## src/hw/rtl/ddpa_pkg.sv

```systemverilog
// Shared types, constants and binary64 helper functions for the dot product accumulator.
package ddpa_pkg;

    localparam logic [63:0] CANON_NAN = 64'h7FF8_0000_0000_0000;
    localparam int unsigned NORM_W = 106;

    typedef struct packed {
        logic [63:0] bits;
        logic        last;
    } t_prod;

    typedef struct packed {
        logic sgn;
        logic nan;
        logic inf;
        logic zero;
    } t_cls;

    typedef enum logic [1:0] {
        ST_IDLE,
        ST_ALIGN,
        ST_NORM,
        ST_ROUND
    } t_back_state;

    // Count of leading zeros of a 106-bit significand; an all-zero word gives 0.
    function automatic logic [6:0] lzc106(input logic [NORM_W-1:0] v);
        logic [6:0] n;
        n = 7'd0;
        for (int i = 0; i < NORM_W; i++) begin
            if (v[i]) begin
                n = 7'(NORM_W - 1 - i);
            end
        end
        return n;
    endfunction

    // Rounds a normalized significand (leading one at bit 105) whose leading bit has
    // biased exponent be, to nearest even, including gradual underflow and overflow.
    function automatic logic [63:0] round_pack(input logic sgn,
                                               input logic [NORM_W-1:0] sn,
                                               input logic signed [12:0] be);
        logic [6:0]          sh;
        logic signed [12:0]  bt;
        logic [NORM_W-1:0]   q;
        logic [NORM_W-1:0]   gv;
        logic [NORM_W-1:0]   mask;
        logic                g;
        logic                st;
        logic                up;
        logic [53:0]         m;
        logic [63:0]         res;
        if (be >= 13'sd1) begin
            bt = be;
            sh = 7'd53;
        end else begin
            bt = 13'sd1;
            if (be < -13'sd53) begin
                sh = 7'd107;
            end else begin
                sh = 7'(13'sd54 - be);
            end
        end
        q    = sn >> sh;
        gv   = sn >> (sh - 7'd1);
        g    = gv[0];
        mask = ~({NORM_W{1'b1}} << (sh - 7'd1));
        st   = |(sn & mask);
        up   = g & (st | q[0]);
        m    = {1'b0, q[52:0]} + 54'(up);
        if (m[53]) begin
            m  = m >> 1;
            bt = bt + 13'sd1;
        end
        if (bt >= 13'sd2047) begin
            res = {sgn, 11'h7FF, 52'd0};
        end else begin
            res = {sgn, (m[52] ? bt[10:0] : 11'd0), m[51:0]};
        end
        return res;
    endfunction

endpackage

```

## src/hw/rtl/ddpa_fifo.sv

```systemverilog
// Short product queue between the multiplier front end and the accumulating back end.
module ddpa_fifo
    import ddpa_pkg::*;
#(
    parameter int unsigned DEPTH = 8
) (
    input  logic                        i_clk,
    input  logic                        i_rst_n,
    input  logic                        i_push,
    input  t_prod                       i_data,
    input  logic                        i_pop,
    output t_prod                       o_head,
    output logic [$clog2(DEPTH+1)-1:0]  o_count
);

    localparam int unsigned AW = $clog2(DEPTH);
    localparam int unsigned CW = $clog2(DEPTH + 1);

    t_prod          r_mem [DEPTH];
    logic [AW-1:0]  r_wp;
    logic [AW-1:0]  r_rp;
    logic [CW-1:0]  r_count;
    logic [AW-1:0]  n_wp;
    logic [AW-1:0]  n_rp;

    assign n_wp = (r_wp == AW'(DEPTH - 1)) ? '0 : r_wp + AW'(1);
    assign n_rp = (r_rp == AW'(DEPTH - 1)) ? '0 : r_rp + AW'(1);

    always_ff @(posedge i_clk) begin
        if (!i_rst_n) begin
            r_wp    <= '0;
            r_rp    <= '0;
            r_count <= '0;
        end else begin
            if (i_push) begin
                r_wp <= n_wp;
            end
            if (i_pop) begin
                r_rp <= n_rp;
            end
            r_count <= r_count + CW'(i_push) - CW'(i_pop);
        end
    end

    always_ff @(posedge i_clk) begin
        if (i_push) begin
            r_mem[r_wp] <= i_data;
        end
    end

    assign o_head  = r_mem[r_rp];
    assign o_count = r_count;

    a_no_overflow: assert property (@(posedge i_clk) disable iff (!i_rst_n)
        i_push |-> (r_count != CW'(DEPTH)))
        else $error("product pushed into a full queue");

    a_no_underflow: assert property (@(posedge i_clk) disable iff (!i_rst_n)
        i_pop |-> (r_count != '0))
        else $error("product popped from an empty queue");

    a_count_track: assert property (@(posedge i_clk) disable iff (!i_rst_n)
        i_rst_n |=> (r_count == $past(r_count) + CW'($past(i_push)) - CW'($past(i_pop))))
        else $error("queue count lost track of pushes and pops");

endmodule

```

## config.mk

```make
export PLATFORM = sky130hd
export DESIGN_NAME = ddpa_fifo
export DESIGN_NICKNAME = d
export VERILOG_FILES = /design/src/hw/rtl/ddpa_pkg.sv /design/src/hw/rtl/ddpa_fifo.sv
export SDC_FILE = /design/constraint.sdc
export NUM_CORES = 1
export LEC_CHECK = 0
export ABC_AREA = 1
export BUFFER_PORTS_ARGS = -buffer_cell sky130_fd_sc_hd__buf_2
export CORE_UTILIZATION = 40
export CTS_CLUSTER_DIAMETER = 30
export DETAILED_ROUTE_END_ITERATION = 10
export GPL_TIMING_DRIVEN = 0
export PLACE_DENSITY = 0.55
export SETUP_SLACK_MARGIN = 0.02
export SLEW_MARGIN = 20
export SYNTH_ARGS = -nofsm -noshare
export SYNTH_HDL_FRONTEND = slang
export SYNTH_SLANG_ARGS = --single-unit
```

## constraint.sdc

```tcl
create_clock -name i_clk -period 10.5 [get_ports i_clk]
set_input_delay 1.05 -clock i_clk [delete_from_list [all_inputs] [get_ports i_clk]]
set_output_delay 1.05 -clock i_clk [all_outputs]
set_load 0.1 [all_outputs]
```

# --- Yosys cells after proc, flatten, opt, wreduce, memory -nomap -nowiden ---
# Memories as Yosys holds them, arrays and structs flattened. A register that Yosys moved wholly into a read port is not among the register bits.
# Cells that the tools add are included.
word_totals:
  out_inout_bits: 69
  ram_bits: 520
  mem_count: 1
  word_cells: 16
  regBits: 10
  inputBits: 69
mem_list:
  columns: ["name", "depth", "word_bits", "read_ports", "rd_clocked_by_memory_dff", "write_ports", "line_no", "text"]
  rows:
  - ["r_mem", 8, 65, 1, 1, 1, "ddpa_fifo.sv:19", "t_prod r_mem [DEPTH];"]
op_classes:
  mux: 6
  addsub: 4
  n_eq_ne: 2
ops:
  columns: ["operator", "count"]
  rows:
  - ["$mux W3", 4]
  - ["$add A3 B1 Y3 const B", 2]
  - ["$eq A3 B3 Y1 const B", 2]
  - ["$add A4 B1 Y4", 1]
  - ["$sub A4 B1 Y4", 1]
  - ["$mux W1", 2]

# --- Logic depth before layout (Yosys ltp) ---
# Gate-level depths: netlist (run 1).
logic_depth:
  ltp_word: 4
  ltp_mapped: 9
  ltp_nobuf: 9

# --- Worst setup path after synthesis (run 1) ---
# Ideal clock, no wire load.
synth_path:
  kind: "input to register"
  from: "in i_push"
  to: "mem r_mem[1][0] (netlist name), enable pin"
  setup_ns: 0.489
  required_time_ns: 10.011
  path_buffers: 0
  t_arrival_ns: 3.895
  slack_ns: 6.116
  cell_stages: 2
  path_cell_list: "nand2_1 -> nor2_1"
synth_between:
  elab_chain_cells: 2
synth_lines:
  columns: ["item", "line_no", "text"]
  rows:
  - ["from (decl)", "ddpa_fifo.sv:9", "input logic i_push,"]
  - ["$mux W1", "ddpa_fifo.sv:46", "if (i_push) begin"]
  - ["$mux W1 (implied by the code)", "ddpa_fifo.sv:47", "r_mem[r_wp] <= i_data;"]
  - ["to (decl)", "ddpa_fifo.sv:19", null]
# Every way passes these cells.

==> results of run 1 <==
-- cells by family after synthesis --
kind of cell / synth area share
AOI/OAI and AO/OA: 0.00203
xor gates and xnor gates: 0.000373
adders and majority gates: 0.00512
buffers and inverters: 0.113
DFF: 0.677
and+or+nand+nor: 0.202
-- area by class of cell --
cell class                      count  area, sq um  share of cell area
Sequential cell                   533        15900               0.524
Multi-Input combinational cell   1160         4980               0.165
Clock buffer                      167         3690               0.122
Inverter                          538         2020              0.0668
Timing Repair Buffer              167         1420              0.0470
Tap cell                          765          957              0.0316
Clock inverter                     70          699              0.0231
Buffer                            100          638              0.0211
Antenna cell                        1         2.50           0.0000826
-- cells in the final DEF, fill, tap and decap left out, drive strengths merged, types with 2 or more instances in the layout --
master,instances
bufinv,14
clkbuf,177
clkinvlp,3
nand2,864
buf,257
inv,539
edfxtp,520
ha,8
a21oi,6
dfxtp,13
nand3,262
clkinv,52
nor2,14
o21ai,2
-- layer usage --
layer / GRT usage / share of wire / vias up
met4: 0.0748 / 0.020 / 14
li1: - / - / 7910
met1: 0.250 / 0.43 / 7617
met3: 0.0612 / 0.060 / 105
met5: 0 / 0.0013 / -
met2: 0.346 / 0.49 / 407
-- power by group --
| part | internal, mW | switching [mW] |
|---|---|---|
| Combinational | 0.182 | 0.696 |
| Clock | 2.78 | 1.17 |
| Sequential | 2.41 | 0.0154 |
-- metrics by stage --
step	worst slack, ns	hold WS (ns)	cell area (sq um)
2_1_floorplan	6.12	0.459	23500
3_3_place_gp	2.85	0.480	25100
3_5_place_dp	7.10	0.494	25900
4_1_cts	6.36	0.501	30300
5_1_grt	6.23	0.527	30300
6_report	6.42	0.498	30300
-- critical path, cell delays in order (launching register included) --
cell and delay [ns]:
dfxtp_1 0.34, inv_2 0.06, clkbuf_1 0.72, clkbuf_1 0.52
nand2_1 0.12, nand2_1 0.14, buf_2 0.45
-- sequential cells by signal, summed over array words and instances, names as in the netlist, named ones only --
name and flops:
o_count 4, r_wp 3, r_rp 3, r_mem 520
-- how the worst max path moves through the flow --
stage,from,to,slack (ns),cells past startpoint
after floorplan,i_push,r_mem[1][0]$_DFFE_PP_,6.12,2
after global placement,i_push,r_mem[4][42]$_DFFE_PP_,2.85,3
after detailed placement,register,o_head[34],7.10,6
after CTS,register,o_head[34],6.36,6
after global routing,register,o_head[34],6.23,6
final,register,o_head[41],6.42,6
==> run metrics, run 1 <==
status=completed; Core Area=57800 sq um; # fillers=5068; largest net degree at the start of global routing=22; PwrDens=239 nW/um^2; RR Startpoint=r_wp[0]$_SDFFE_PN0P_; Worst R2R Path Depth=5; mean post-synth cell area=10.1 sq um; Hold WC Path Type=reg -> reg; clock skew=0.0104 ns; YS warnings=0; row count=88; asr flop ratio synth=0; Hold Path End=r_rp[1]$_SDFFE_PN0P_; EDFF count, synth=520; # DRC=0; Clock Path Buffers=3; Post-synth top cells=nand2_1 (834), inv_1 (535), edfxtp_1 (520); post-CTS sizing=0; Worst EP arrival=3.03 ns; worst-skew pair later-pin latency=0.68 ns; Pleak=14.0 nW; CP Class=reg -> out; CTS tree=built; vias in the first global route=16244; GR Util All Layers=0.206; Relative slew margins=0.354; Clock Sinks=533; most common cell in the synthesized netlist=nand2_1; PortBufs=137; predominant post-synthesis flop cell=edfxtp_1; CTS root buf=clkbuf_16; I/O pin total=138; routed vias/inst=4.59; final hold vios=0; Initial DRC Count=1072; final setup TNS=0 ns; RSZ-0062 raised after global routing=no; layout cells sized above 1=0.183; FF-to-FF End=r_mem[3][47]$_DFFE_PP_; Die X=244 microns; part of the cycle the worst path needs=0.388; final design utilization=0.524; total CTS buffers=132; Distinct cells, synth=24; Pins Over Slew Limit=0; GPL Wtd Cong=0.767; Max Cap Viol=0; r2r setup slk=8.27 ns; Synth area leaders=edfxtp_1 (67%), nand2_1 (13%), inv_1 (8.6%); Worst-Margin Slew=0.969 ns; Post-Route WL=59600 microns; sequential area share after synthesis=0.677; final setup violating endpoints=0; Congestion Overflow GR=0; Area Growth Syn to Fin=29.1%; Initial Util=0.406; Antenna Violating Nets Remaining=0; hold_buf cts=0; critical path required time=9.45 ns; post-synthesis register bit count=533; initial antenna violation count=10; total number of vias=16053; hold depth=2; DR pass1 iterations=5; min-delay src=r_rp[1]$_SDFFE_PN0P_; kind of end point of the critical path=output pin; routed len/inst=17.0 microns; hpwl dp=37300 microns; syn_nets=2409; Tmin final=4.08 ns; # nets final=2710; postcts setup bufs=0; first-pass GRT wire length=91400 microns; CP Max Fanout=10; Layout Cells excl Fill=3501; top-area cell type share of the netlist area=0.666; CTS H-tree lvls=4; cell count after placement=3263; worst-case vdd ir drop=0.000175 V; die area=59600 sq um; Yosys top cell by area=edfxtp_1; fmax=0.245 GHz; Die Ht=244 microns; Syn Std Cell Area=23500 sq um; Startpoint Class=register; Reg clk slew, reported paths=0.05 ns; Post-Syn Instances=2331; overall power=7.25 mW
Note: power is estimated with default switching activity, not from simulation.
==> run 2: changes to the inputs <==
Settings changed: PLACE_DENSITY 0.55 to 0.57.
Clock period 10.5 ns to 3.45 ns, I/O delays scaled along.
==> run 2 against run 1 <==
Net effect: combinational power grew to 3.1 times the previous value; critical path type unchanged; hold slack worse by 0.47 ns; final cell count is 1.1% higher; total power grew to 2.9 times the previous value; first-iteration DRC count is 3.9% lower; critical endpoint is now o_head[33]; via count is 1.0% higher.
==> run metrics, run 2 (synthesis results as in run 1) <==
largest net degree at the start of global routing=22 (unchanged); # nets final=2753 (+1.6%); GR Util All Layers=0.200 (-0.00622); post-CTS sizing=0 (unchanged); status=completed; Worst R2R Path Depth=4 (-1); CTS H-tree lvls=3 (-1); Int Pwr=15.5 mW (+190%); Area Growth Syn to Fin=29.6%; routed len/inst=16.7 microns (-2.2%); power share of the clock group=0.526 (-0.019); Initial Util=0.406 (unchanged); hpwl dp=37100 microns (-0.67%); Sw Ratio=0.269 (+0.00920); layout cells sized above 1=0.176 (-0.00762); vias in the first global route=16259 (+0.092%); Reg with most FFs=r_mem; worst-skew pair later-pin latency=0.66 ns (-0.02 ns); I/O pin total=138 (unchanged); CTS tree=built; PwrDens=699 nW/um^2 (+190%); first-pass GRT wire length=91000 microns (-0.42%); DR pass1 iterations=5 (unchanged); Relative slew margins=0.494 (+0.140); Core Area=57800 sq um (unchanged); Hold WC Path Type=in -> reg; Finished Cell Area=30400 sq um (+0.34%); fmax=0.329 GHz; routed vias/inst=4.58 (-0.11%); footprint of the multi-input gates=4980 sq um (unchanged); RSZ-0062 raised after global routing=no; Clock Sinks=533 (unchanged); Pleak=14.0 nW (-0.24%); # DRC=0 (unchanged); Initial DRC Count=1030 (-3.9%); Worst-Margin Slew=0.757 ns (-0.212 ns); critical path required time=3.11 ns (-6.34 ns); Die Ht=244 microns (unchanged); final hold vios=0 (unchanged); worst-case vdd ir drop=0.000587 V (+240%); commonest non-fill, non-tap cell in the layout=nand2_1; commonest non-fill, non-tap cells in the layout=nand2_1 (834), inv_1 (535), edfxtp_1 (520), nand3_1 (250), buf_2 (205); post-route setup slack=0.407 ns (-6.01 ns); final setup violating endpoints=0 (unchanged); # fillers=5078 (+0.20%); total CTS buffers=117 (-11%); Congestion Overflow GR=0 (unchanged); Clock Path Buffers=3 (unchanged); Largest register FFs=520 (unchanged); CP Class=reg -> out; Post-Route WL=59000 microns (-1.1%); Logic pwr share=0.128 (+0.007); worst slack, placed=0.756 ns (-6.35 ns); clock skew=0.0185 ns (+0.00811 ns); CP Max Fanout=10 (unchanged); Tmin final=3.04 ns; CTS root buf=clkbuf_16; part of the cycle the worst path needs=0.882; Reg clk slew, reported paths=0.05 ns (about the same); sequential share of power=0.347 (+0.013); placed cell area=25700 sq um (-0.66%); initial antenna violation count=3 (-7); register area=15900 sq um (unchanged); total number of vias=16218 (+1.0%); Max Cap Viol=0 (unchanged); GPL Wtd Cong=0.768 (+0.13%); Antenna Violating Nets Remaining=0 (unchanged); row count=88 (unchanged); Pins Over Slew Limit=0 (unchanged); hold depth=1 (-1); PortBufs=137 (unchanged); die area=59600 sq um (unchanged); Worst EP arrival=2.70 ns (-0.33 ns); kind of end point of the critical path=output pin; Startpoint Class=register; NetSw=5.70 mW (+200%); Die X=244 microns (unchanged)
-- run 2: cell count changes in the layout (fill, tap and decap cells not counted), sizes merged, moves of 4 or more --
cell         before  now
clkinvlp          3   13
dlygate4sd3       0   64
clkbuf          177  133
bufinv           14   20
clkinv           52   56
buf             257  252
inv             539  543
-- run 2: power by group through the flow --
| stage | registers (mW) | logic, mW | clock network [mW] |
|---|---|---|---|
| after floorplan | 7.59 | 1.85 | 0 |
| after global placement | 7.51 | 2.58 | 0 |
| after detailed placement | 7.48 | 2.67 | 0 |
| after CTS | 7.36 | 2.74 | 11.3 |
| after global routing | 7.37 | 2.90 | 11.6 |
| final | 7.36 | 2.71 | 11.2 |
-- run 2: area by class of cell --
class	count	share of cell area
antenna	2	0.000165
buffer	99	0.0209
clock buffer	124	0.0972
clock inverter	94	0.0351
inverter	538	0.0666
multi-input combinational	1160	0.164
sequential	533	0.522
tap	765	0.0315
timing repair buffer	226	0.0623
-- run 2: per-layer routing --
| layer | wire length [microns] | track usage | share of wire |
|---|---|---|---|
| met2 | 28600 | 0.334 | 0.48 |
| met5 | 23 | 0 | 0.00039 |
| met1 | 25800 | 0.260 | 0.44 |
| met4 | 1080 | 0.0596 | 0.018 |
| met3 | 3460 | 0.0420 | 0.059 |
-- run 2: timing repair --
| item | CTS | global route |
|---|---|---|
| buffers inserted | 0 | 0 |
| endpoints found under the hold margin | 500 | 0 |
| hold buffers | 64 | 0 |
| endpoints found under the setup margin | 0 | 1 |
-- run 2: worst paths after layout --
path	start	to	slack (ns)
worst min-delay path	i_data[54]	r_mem[0][54]$_DFFE_PP_	0.03
worst max register to register	r_wp[0]$_SDFFE_PN0P_	r_mem[5][44]$_DFFE_PP_	1.43
worst min register to register	r_rp[1]$_SDFFE_PN0P_	r_rp[1]$_SDFFE_PN0P_	0.49
worst max-delay path	register	o_head[33]	0.41
-- run 2: stage by stage --
| stage | TNS (ns) | cells | util | hold slack (ns) | total power, mW |
|---|---|---|---|---|---|
| 2_1_floorplan | -117.09 | 2331 | - | 0.438 | 9.44 |
| 3_5_place_dp | 0 | 3258 | 0.445 | 0.485 | 10.1 |
| 3_3_place_gp | -1669.07 | 3233 | 0.434 | 0.476 | 10.1 |
| 5_1_grt | 0 | 3540 | 0.526 | 0.0131 | 21.9 |
| 6_report | 0 | 3541 | 0.526 | 0.0283 | 21.2 |
| 4_1_cts | 0 | 3540 | 0.526 | 0.000922 | 21.4 |
-- run 2: worst max-delay path: stages, from the launching register on --
cell and delay, ns:
dfxtp_1 0.30, buf_2 0.19, inv_2 0.12, buf_4 0.25
buf_2 0.29, nand3_1 0.12, nand2_1 0.08, nand2_1 0.05
nand2_1 0.18, buf_2 0.46
==> run 3: changes to the inputs <==
Settings changed: BUFFER_PORTS_ARGS -buffer_cell sky130_fd_sc_hd__buf_2 to unset, DONT_BUFFER_PORTS set to 1, PLACE_DENSITY 0.57 to 0.55.
==> run 3 against run 2 <==
Net effect: via count down 4.0%; register-to-register slack worse by 0.33 ns; final cell count down 3.6%; global-route usage down 0.099 points; non-clock buffer count down 131; worst setup slack worse by 0.18 ns; routed wire length down 1.1%; total power up 0.66%; largest cell class unchanged; utilization down 0.77 points; clock power about the same; final area down 1.5%.
==> run metrics, run 3 (synthesis results as in run 1) <==
post-route setup slack=0.232 ns (-0.175 ns); postcts setup bufs=0 (unchanged); final setup violating endpoints=0 (unchanged); Reg clk slew, reported paths=0.05 ns (about the same); layout cells sized above 1=0.142 (-0.0340); GPL Wtd Cong=0.769 (+0.16%); Max Cap Viol=0 (unchanged); largest net degree at the start of global routing=23 (+4.5%); GR Util All Layers=0.199 (-0.000992); Reg with most FFs=r_mem; hold depth=3 (+2); Worst-Margin Slew=1.06 ns (+0.307 ns); CTS H-tree lvls=3 (unchanged); PortBufs=0 (-100%); Core Area=57800 sq um (unchanged); fmax=0.311 GHz (-5.4%); hpwl dp=36300 microns (-2.2%); DR pass1 iterations=5 (unchanged); commonest non-fill, non-tap cell in the layout=nand2_1; total number of vias=15574 (-4.0%); critical path required time=3.11 ns (about the same); Die Ht=244 microns (unchanged); Die X=244 microns (unchanged); Worst R2R Path Depth=7 (+3); Cell Chain, Critical Path=buf_2, clkbuf_1, nand2_1, nand2_1; die area=59600 sq um (unchanged); I/O pin total=138 (unchanged); Initial DRC Count=994 (-3.5%); Clock Sinks=533 (unchanged); # nets final=2623 (-4.7%); CTS tree=built; clock skew=0.0173 ns (-0.00121 ns); overall power=21.4 mW (+0.66%); Area Growth Syn to Fin=27.7%; initial antenna violation count=6 (+3); commonest non-fill, non-tap cells in the layout=nand2_1 (828), inv_1 (535), edfxtp_1 (520), nand3_1 (250), clkbuf_16 (118); Clock Path Buffers=3 (unchanged); worst slack, placed=0.558 ns (-0.199 ns); part of the cycle the worst path needs=0.933 (+0.0507); PwrDens=714 nW/um^2 (+2.2%); Relative slew margins=0.289 (-0.205); Startpoint Class=register; Pleak=13.5 nW (-3.1%); Hold WC Path Type=in -> reg; CP Class=reg -> out; Tmin final=3.22 ns (+0.175 ns); routed vias/inst=4.56 (-0.43%); Worst path slowest cell=nand2_1; worst stage delay on the critical path=0.75 ns (+0.29 ns); worst-case vdd ir drop=0.000704 V (+20%); final hold vios=0 (unchanged); Post-Route WL=58300 microns (-1.1%); CP Max Fanout=10 (unchanged); CP dominant cell by count=nand2_1; Initial Util=0.406 (unchanged); Largest register FFs=520 (unchanged); worst-skew pair later-pin latency=0.66 ns (about the same); Pins Over Slew Limit=0 (unchanged); routed len/inst=17.1 microns (+2.5%); Worst EP arrival=2.87 ns (+0.17 ns); status=completed; vias in the first global route=15822 (-2.7%); RSZ-0062 raised after global routing=no; row count=88 (unchanged); Antenna Violating Nets Remaining=0 (unchanged); first-pass GRT wire length=89700 microns (-1.4%); kind of end point of the critical path=output pin; Congestion Overflow GR=0 (unchanged); CTS root buf=clkbuf_16; total CTS buffers=118 (+0.85%); # DRC=0 (unchanged)
## run 3: changes by cell type in the layout (fill, tap and decap cells not counted), moves of 4 or more
cell and change:
buf_2 -137, clkinv_1 -13, clkinv_2 +7, nand2_1 -6, nand2_2 +6, buf_16 +5, buf_12 -4, dlygate4sd3_1 +4
inv_6 +4
## run 3: path summary, 6_finish.rpt
path	to	slack, ns	start
max	o_head[49]	0.23	register
min	r_wp[0]$_SDFFE_PN0P_	0.14	i_push
max reg2reg	o_count[2]$_SDFF_PN0_	1.10	o_count[0]$_SDFF_PN0_
min reg2reg	r_wp[0]$_SDFFE_PN0P_	0.49	r_wp[0]$_SDFFE_PN0P_
## run 3: what timing repair did
item | in CTS | in global routing
hold buffers | 68 | 0
gates resized for setup | 6 | 0
endpoints found under the setup margin | 21 | 0
endpoints found under the hold margin | 533 | 0
## run 3: final cells by class
type,count,area (sq um)
clock inverter,97,1150
inverter,538,2020
antenna,1,2.50
multi-input combinational,1160,5000
tap,765,957
clock buffer,127,2990
buffer,99,634
sequential,533,15900
fill,5009,27900
timing repair buffer,95,1320
## run 3: per-stage QoR
step / util / instances / instance area (sq um) / hold slack (ns) / TNS [ns]
floorplan: - / 2331 / 23500 / 0.438 / -117.09
global placement: 0.422 / 3096 / 24400 / 0.444 / -1615.53
detailed placement: 0.435 / 3123 / 25100 / 0.444 / 0
CTS: 0.518 / 3414 / 29900 / 0.108 / 0
global route: 0.518 / 3414 / 29900 / 0.176 / 0
finish: 0.518 / 3415 / 30000 / 0.140 / 0
## run 3: worst max-delay path, delay by kind of cell, from the launching register on
| family | cells | cell delay, ns |
|---|---|---|
| simple gates | 2 | 0.87 |
| buf+inv | 2 | 0.95 |
| flops | 1 | 0.39 |
## run 3: report_power, final
group,internal (mW),switching (mW),total [mW]
Sequential,7.32,0.156,7.47
Combinational,0.478,1.98,2.46
Clock,7.82,3.63,11.4
## run 3: routing by layer
metal | vias to the layer above | track usage | wire length [microns]
met5 | - | 0 | 30
met1 | 7282 | 0.244 | 24200
li1 | 7745 | - | -
met3 | 87 | 0.0486 | 4210
met2 | 454 | 0.338 | 28700
met4 | 6 | 0.0719 | 1200
